## config.mk

```make
export PLATFORM = sky130hd
export DESIGN_NAME = pitch_class_cv_mapper_unit
export DESIGN_NICKNAME = d
export VERILOG_FILES = /design/src/sv/pcm_pkg.sv /design/src/sv/pcm_core.sv /design/src/sv/pitch_class_cv_mapper_unit.sv
export SDC_FILE = /design/constraint.sdc
export NUM_CORES = 1
export LEC_CHECK = 0
export BUFFER_PORTS_ARGS = -buffer_cell sky130_fd_sc_hd__buf_2
export CAP_MARGIN = 20
export CORE_MARGIN = 3
export CORE_UTILIZATION = 38
export DETAILED_ROUTE_END_ITERATION = 12
export PLACE_DENSITY = 0.54
export SYNTH_ARGS = -nofsm -noshare
export SYNTH_HDL_FRONTEND = slang
export SYNTH_HIERARCHICAL = 1
export SYNTH_SLANG_ARGS = --single-unit
export TNS_END_PERCENT = 30
```

## constraint.sdc

```tcl
create_clock -name i_clk -period 8.1 [get_ports i_clk]
set_input_delay 0.81 -clock i_clk [delete_from_list [all_inputs] [get_ports i_clk]]
set_output_delay 0.81 -clock i_clk [all_outputs]
set_load 0.1 [all_outputs]
```

## src/sv/pcm_pkg.sv

```systemverilog
// Shared constants, types and a helper function for the pitch class CV mapper.
package pcm_pkg;

    localparam int NOTES            = 12;
    localparam int PULSE_COUNT_BITS = 16;
    localparam int CV_W             = 16;
    localparam int NOTE_W           = 4;
    localparam int CFG_IDX_W        = 3;
    localparam int CFG_DATA_W       = 64;
    localparam int IN_DATA_W        = 32;
    localparam int OUT_DATA_W       = 32;

    localparam logic [CFG_IDX_W-1:0] REG_TRIG_ON_NOTE_CHANGE = 3'd0;
    localparam logic [CFG_IDX_W-1:0] REG_PULSE_TICKS         = 3'd1;
    localparam logic [CFG_IDX_W-1:0] REG_NOTE_CV_LOW         = 3'd2;
    localparam logic [CFG_IDX_W-1:0] REG_NOTE_CV_MID         = 3'd3;
    localparam logic [CFG_IDX_W-1:0] REG_NOTE_CV_HIGH        = 3'd4;

    localparam logic [15:0] PULSE_TICKS_RESET = 16'd48;

    localparam logic signed [CV_W-1:0] CV_MIN       = -16'sd10240;
    localparam logic signed [CV_W-1:0] CV_MAX       = 16'sd20480;
    localparam logic signed [CV_W-1:0] CV_WRAP      = 16'sd20480;
    localparam logic signed [CV_W-1:0] SCHMITT_LOW  = 16'sd20;
    localparam logic signed [CV_W-1:0] SCHMITT_HIGH = 16'sd4096;
    localparam logic [2:0]             SETTLE_LIMIT = 3'd5;

    typedef struct packed {
        logic                            trig_on_note_change;
        logic [15:0]                     pulse_ticks;
        logic [NOTES-1:0][CV_W-1:0]      note_cv;
    } t_cfg;

    typedef struct packed {
        logic                     cv_present;
        logic signed [CV_W-1:0]   cv_in;
        logic signed [CV_W-1:0]   trigger_in;
    } t_item;

    typedef struct packed {
        logic signed [CV_W-1:0]   cv_out;
        logic [NOTES-1:0]         pulse_mask;
        logic [NOTE_W-1:0]        lit_note;
    } t_result;

    // Quantize a pitch CV to note 1..12 from its fractional volt.
    function automatic logic [NOTE_W-1:0] note_of(input logic signed [CV_W-1:0] v);
        logic signed [CV_W-1:0] c;
        logic [14:0]            prod;
        c = v;
        if (c < CV_MIN) c = CV_MIN;
        if (c > CV_MAX) c = CV_MAX;
        if (c < 0) c = c + CV_WRAP;
        prod = 15'(c[10:0]) * 15'(NOTES);
        note_of = prod[14:11] + 4'd1;
    endfunction

endpackage

```

## src/sv/pcm_core.sv

```systemverilog
// Note quantizer, trigger/settle control and per-note pulse counters.
module pcm_core (
    input  logic           i_clk,
    input  logic           i_rst_n,
    input  logic           i_step,
    input  pcm_pkg::t_item i_item,
    input  pcm_pkg::t_cfg  i_cfg,
    output pcm_pkg::t_result o_result
);
    import pcm_pkg::*;

    localparam int LEN_W = (PULSE_COUNT_BITS > 16) ? PULSE_COUNT_BITS : 16;

    logic                        r_schmitt_high, n_schmitt_high;
    logic                        r_armed, n_armed;
    logic [2:0]                  r_settle_count, n_settle_count;
    logic                        r_settling, n_settling;
    logic [NOTE_W-1:0]           r_last_note, n_last_note;
    logic [PULSE_COUNT_BITS-1:0] r_pulse_left [NOTES];
    logic [PULSE_COUNT_BITS-1:0] n_pulse_left [NOTES];

    logic [NOTE_W-1:0]           note;
    logic [NOTE_W-1:0]           idx;
    logic                        fired;
    logic                        start;
    logic [2:0]                  cnt_inc;
    logic signed [CV_W-1:0]      cv_sel;
    logic [LEN_W-1:0]            len_wide;
    logic [LEN_W-1:0]            len_max;
    logic [PULSE_COUNT_BITS-1:0] len;
    logic [PULSE_COUNT_BITS-1:0] base;
    logic [NOTES-1:0]            mask;

    always_comb begin
        len_wide = LEN_W'(i_cfg.pulse_ticks);
        len_max  = LEN_W'({PULSE_COUNT_BITS{1'b1}});
        len      = PULSE_COUNT_BITS'((len_wide > len_max) ? len_max : len_wide);
    end

    always_comb begin
        note           = note_of(i_item.cv_in);
        idx            = note - 4'd1;
        fired          = 1'b0;
        start          = 1'b0;
        cnt_inc        = 3'd0;
        n_schmitt_high = r_schmitt_high;
        n_armed        = r_armed;
        n_settle_count = r_settle_count;
        n_settling     = r_settling;
        n_last_note    = r_last_note;
        cv_sel         = '0;

        for (int k = 0; k < NOTES; k++) begin
            if (idx == NOTE_W'(k)) cv_sel = i_cfg.note_cv[k];
        end

        if (i_item.cv_present) begin
            if (note != r_last_note && i_cfg.trig_on_note_change) n_armed = 1'b1;
            n_last_note = note;

            if (r_schmitt_high) begin
                if (i_item.trigger_in <= SCHMITT_LOW) n_schmitt_high = 1'b0;
            end else if (i_item.trigger_in >= SCHMITT_HIGH) begin
                n_schmitt_high = 1'b1;
                fired          = 1'b1;
            end

            if (fired) begin
                n_armed        = 1'b1;
                n_settle_count = 3'd0;
                n_settling     = 1'b1;
            end

            if (n_armed) begin
                if (n_settling) begin
                    cnt_inc        = n_settle_count + 3'd1;
                    n_settle_count = cnt_inc;
                    if (cnt_inc > SETTLE_LIMIT) n_settling = 1'b0;
                end else begin
                    start   = 1'b1;
                    n_armed = 1'b0;
                end
            end
        end

        mask = '0;
        for (int k = 0; k < NOTES; k++) begin
            base = r_pulse_left[k];
            if (start && idx == NOTE_W'(k) && len > r_pulse_left[k]) base = len;
            if (base != '0) begin
                mask[k]         = 1'b1;
                n_pulse_left[k] = base - PULSE_COUNT_BITS'(1);
            end else begin
                n_pulse_left[k] = base;
            end
        end

        o_result.cv_out     = i_item.cv_present ? cv_sel : '0;
        o_result.pulse_mask = mask;
        o_result.lit_note   = i_item.cv_present ? note : '0;
    end

    always_ff @(posedge i_clk) begin
        if (!i_rst_n) begin
            r_schmitt_high <= 1'b1;
            r_armed        <= 1'b0;
            r_settle_count <= 3'd0;
            r_settling     <= 1'b1;
            r_last_note    <= '0;
            for (int k = 0; k < NOTES; k++) r_pulse_left[k] <= '0;
        end else if (i_step) begin
            r_schmitt_high <= n_schmitt_high;
            r_armed        <= n_armed;
            r_settle_count <= n_settle_count;
            r_settling     <= n_settling;
            r_last_note    <= n_last_note;
            for (int k = 0; k < NOTES; k++) r_pulse_left[k] <= n_pulse_left[k];
        end
    end

endmodule

```

## src/sv/pitch_class_cv_mapper_unit.sv

```systemverilog
// Top level of the pitch class CV mapper: stream ports, configuration registers, pipeline.
//
// One sample enters per clock cycle: the sample is held in an input register, and
// the note, trigger, settle and pulse logic runs combinationally from there into
// the result register. Sustained rate is one sample per cycle,
// limited only by the output side's tready. The configuration port is always ready;
// register 0 arms on note change, 1 sets pulse length, 2..4 hold the twelve note CVs.
module pitch_class_cv_mapper_unit (
    input  logic                             i_clk,
    input  logic                             i_rst_n,
    input  logic                             i_s_axis_tvalid,
    output logic                             o_s_axis_tready,
    input  logic [pcm_pkg::IN_DATA_W-1:0]    i_s_axis_tdata,  // cv_in, trigger_in
    input  logic                             i_s_axis_tuser,  // cv_present
    output logic                             o_m_axis_tvalid,
    input  logic                             i_m_axis_tready,
    output logic [pcm_pkg::OUT_DATA_W-1:0]   o_m_axis_tdata,  // cv_out, pulse_mask, lit_note
    input  logic                             i_cfg_valid,
    output logic                             o_cfg_ready,
    input  logic [pcm_pkg::CFG_IDX_W-1:0]    i_cfg_index,
    input  logic [pcm_pkg::CFG_DATA_W-1:0]   i_cfg_data
);
    import pcm_pkg::*;

    t_cfg    r_cfg;
    t_item   r_item;
    logic    r_in_valid;
    t_result r_result;
    logic    r_out_valid;
    t_result result;
    logic    advance;

    assign advance         = r_in_valid && (!r_out_valid || i_m_axis_tready);
    assign o_s_axis_tready = !r_in_valid || advance;
    assign o_cfg_ready     = 1'b1;
    assign o_m_axis_tvalid = r_out_valid;
    assign o_m_axis_tdata  = {r_result.lit_note, r_result.pulse_mask, r_result.cv_out};

    always_ff @(posedge i_clk) begin
        if (!i_rst_n) begin
            r_cfg.trig_on_note_change <= 1'b0;
            r_cfg.pulse_ticks         <= PULSE_TICKS_RESET;
            r_cfg.note_cv             <= '0;
        end else if (i_cfg_valid) begin
            unique case (i_cfg_index)
                REG_TRIG_ON_NOTE_CHANGE: r_cfg.trig_on_note_change <= i_cfg_data[0];
                REG_PULSE_TICKS:         r_cfg.pulse_ticks         <= i_cfg_data[15:0];
                REG_NOTE_CV_LOW:         r_cfg.note_cv[3:0]        <= i_cfg_data;
                REG_NOTE_CV_MID:         r_cfg.note_cv[7:4]        <= i_cfg_data;
                REG_NOTE_CV_HIGH:        r_cfg.note_cv[11:8]       <= i_cfg_data;
                default: ;
            endcase
        end
    end

    always_ff @(posedge i_clk) begin
        if (!i_rst_n) begin
            r_in_valid <= 1'b0;
        end else if (o_s_axis_tready) begin
            r_in_valid <= i_s_axis_tvalid;
        end
    end

    always_ff @(posedge i_clk) begin
        if (i_s_axis_tvalid && o_s_axis_tready) begin
            r_item.cv_present <= i_s_axis_tuser;
            r_item.cv_in      <= i_s_axis_tdata[15:0];
            r_item.trigger_in <= i_s_axis_tdata[31:16];
        end
    end

    pcm_core u_core (
        .i_clk    (i_clk),
        .i_rst_n  (i_rst_n),
        .i_step   (advance),
        .i_item   (r_item),
        .i_cfg    (r_cfg),
        .o_result (result)
    );

    always_ff @(posedge i_clk) begin
        if (!i_rst_n) begin
            r_out_valid <= 1'b0;
        end else if (advance) begin
            r_out_valid <= 1'b1;
        end else if (i_m_axis_tready) begin
            r_out_valid <= 1'b0;
        end
    end

    always_ff @(posedge i_clk) begin
        if (advance) r_result <= result;
    end

endmodule

```

==> impl_metrics.csv <==
group,metric,value,unit
outcome,outcome,"finished, final reports clean",
logic_synthesis,yosys.cell_count.top_type,"nand2_1",
finish,nets,4022,
routing,drt.antenna.violating_nets,0,
finish,nFillCells,8382,
placement,portBuffers,138,
critical_path,reg2reg_to,"u_core/r_pulse_left[2][21]",
floorplan,die_x,297,µm
logic_synthesis,synth_cell_type_count,96,
routing,via_per_inst,5.72,
run,drv_cap,0,
timing,slew_viol_final,0,
power,power,0.00704,W
logic_synthesis,yosys.area.top_type,"edfxtp_1",
routing,drt_pass1_iterations,6,
timing,setup_ws,0.321,ns
global_route,track_usage,24.8,%
clock_tree,root_buffer,"clkbuf_16",
power,power_density,192,nW/µm²
floorplan,die_area,88400,µm²
critical_path,r2r_start,"r_item[29]",
critical_path,reg2reg_slack,0.32,ns
min_path,holdPathStages,1,
timing,final.period_utilization,96.0,%
critical_path,cp.required,8.44,ns
floorplan,initial_core_util,38.5,%
placement,pre_cts_slack,0.130,ns
finish,drive_gt1_share,12.7,%
global_route,grt_max_degree,145,
timing,skew,0.0661,ns
critical_path,reg2regPathDepth,32,
floorplan,fp.dieH,297,µm
global_route,grt_pass1_wl,170,mm
critical_path,cp-start-kind,"register",
routing,wl_per_cell,23.5,µm
finish,area_growth,13.5,%
min_path,min_to,"r_item[7]",
logic_synthesis,synth_nets,3906,
clock_tree,path_clk_slew,0.06,ns
logic_synthesis,synth_area,32300,µm²
floorplan,boundaryPins,140,
finish,final_area,36600,µm²
clock_tree,clk_path_buf_depth,3,
critical_path,crit_arrival,8.12,ns
logic_synthesis,synth_cells,3572,
timing,fin_crit,7.78,ns
logic_synthesis,synth_enable_flop_cells,257,
logic_synthesis,async_flop_share,0,%
routing,drcViolationCount,0,
placement,place_area,34300,µm²
critical_path,slowest_delay,0.72,ns
timing,fmax,129,MHz
critical_path,crit_type,"reg -> reg",
logic_synthesis,avgSynthCellArea,9.03,µm²
logic_synthesis,synth_top_area_share,23.9,%
logic_synthesis,seq_area_frac_synth,37.6,%
timing,max_slew_margin,22.5,%
finish,multi_input_area,18600,µm²
logic_synthesis,synth_flop_cell,"edfxtp_1",
timing,tightest_slew,1.16,ns
critical_path,cp_slowest_cell,"or4_1",
clock_tree,cts_made_buffers,58,
placement,hpwl,79.3,mm
clock_tree,clkLatencyLatePin,0.67,ns
timing,fin_setup_tns,0,ns
min_path,hold_path_class,"in -> reg",
timing,setup_violations,0,
timing,final_hold_viol_count,0,
finish,seq_area,12200,µm²
finish,final_util,43.7,%
logic_synthesis,yosys-top-cells-area,"edfxtp_1 (24%), dfxtp_1 (14%), mux2i_1 (10%), ha_1 (8.9%), nand2_1 (5.7%)",
min_path,worst_hold_startpoint,"i_s_axis_tdata[23]",
clock_tree,tritoncts,"built",
logic_synthesis,yosys-top-cells-count,"nand2_1 (489), mux2i_1 (332), nor2_1 (307), edfxtp_1 (257), ha_1 (229)",
power,power.leakage,15.1,nW
global_route,antenna_found_initial,1,
floorplan,row_count,106,
floorplan,coreArea,83800,µm²
logic_synthesis,ys_warn_count,6,
clock_tree,clock-sinks,478,
critical_path,critPathCaptureType,"register",
routing,wl,114,mm
logic_synthesis,synth_seq_cells,478,
routing,dr_total_vias,27900,
clock_tree,htreeDepth,2,
global_route,first_global_vias,26200,
clock_tree,hold_buffers,0,
critical_path,worst-path-max-fanout,7,
placement,gp_congestion,0.911,
timing,rsz0062_at_grt,"true",
routing,drt_iter0_drc,2479,
power,vdd_ir_drop_max,0.000170,V
global_route,gr-total-overflow,0,
timing repair:
item | CTS | global route
setup endpoints to repair | 0 | 138
buffers inserted | 0 | 11
gates resized for setup | 0 | 23
hold endpoints to repair | 0 | 0
state kept, by name (all words and copies together), names as in the netlist, 3 cells and up:
signal,count
o_m_axis_tdata,32
r_cfg,209
r_item,33
u_core/r_last_note,4
u_core/r_pulse_left,192
u_core/r_settle_count,3
routing by layer:
| metal | share of wire, % | vias up | GRT usage (%) | routed length [µm] |
|---|---|---|---|---|
| met5 | 0 | - | 0 | 0 |
| met4 | 3.1 | 0 | 7.39 | 3540 |
| met3 | 6.1 | 190 | 2.98 | 6970 |
| met2 | 46 | 1041 | 40.7 | 52800 |
| met1 | 45 | 13500 | 34.4 | 51000 |
| li1 | - | 13100 | - | - |
how the worst max path moves through the flow:
stage	from	end	slack, ns
finish	r_item[29]	u_core/r_pulse_left[2][21]	0.32
global route	r_item[29]	u_core/r_pulse_left[2][39]	-0.06
floorplan	o_m_axis_tvalid	u_core/r_pulse_left[0][0]	0.26
detailed placement	r_item[29]	u_core/r_pulse_left[0][27]	0.13
CTS	r_item[29]	u_core/r_pulse_left[1][26]	0.07
global placement	r_item[29]	u_core/r_pulse_left[0][46]	0.23
cell families after synthesis:
logic type      count (synthesis)  synth area share (%)
compound gates                642                  13.1
xor+xnor                      165                  4.53
fa+ha+maj                     229                  8.88
buf+inv                       406                  5.47
flops                         478                  37.6
mux                           366                  11.6
other cells                     1                0.0116
simple gates                 1285                  18.7
where the power goes:
group          total [W]  internal, W  switching, W  leakage [nW]
registers        0.00280      0.00269      0.000103          4.42
clock network    0.00284      0.00169       0.00115          1.04
logic            0.00140     0.000468      0.000934          9.61
total            0.00704      0.00485       0.00219          15.1
area by class of cell:
class | count | area share (%)
diodes | 1 | 0.00683
repair buffers | 248 | 4.26
inverters | 213 | 2.18
clock buffers | 79 | 4.71
flip-flops and latches | 478 | 33.2
clock inverters | 30 | 1.00
multi-input cells | 2689 | 50.8
well taps | 1134 | 3.87
worst max-delay path: cells and delay by family (launching register included):
family / cells / cell delay [ns]
adders and majority gates: 4 / 1.10
buffers and inverters: 3 / 0.61
and+or+nand+nor: 16 / 3.46
AOI/OAI and AO/OA: 9 / 1.85
DFF: 1 / 0.43
layout by cell type, fill, tap and decap left out, types with 15 or more instances in the layout:
cell type and n:
and3_1 19, nor4_1 41, nand4_1 78, o21ai_0 113, xor2_1 37, o2111ai_1 17, and2_1 24, clkbuf_16 62
inv_1 208, a31oi_1 42, nand3_1 76, ha_1 227, buf_4 107, buf_2 137, nor3_1 76, o21a_1 37
edfxtp_1 257, clkinv_2 15, mux2_2 27, a21o_1 39, xnor2_1 126, o22ai_1 48, dfxtp_1 208, or3_1 18
nand2_1 487, a22oi_1 46, nor2_1 303, o211ai_1 17, mux2i_1 326, a211oi_1 52, nand2b_1 33, nor2b_1 35
a21oi_1 129
stage by stage:
| step | cells | hold WS (ns) |
|---|---|---|
| floorplan | 3572 | 0.433 |
| global placement | 4749 | 0.443 |
| detailed placement | 4750 | 0.447 |
| CTS | 4859 | 0.286 |
| global route | 4871 | 0.296 |
| finish | 4872 | 0.323 |
Power figures use the tool's default switching activity.
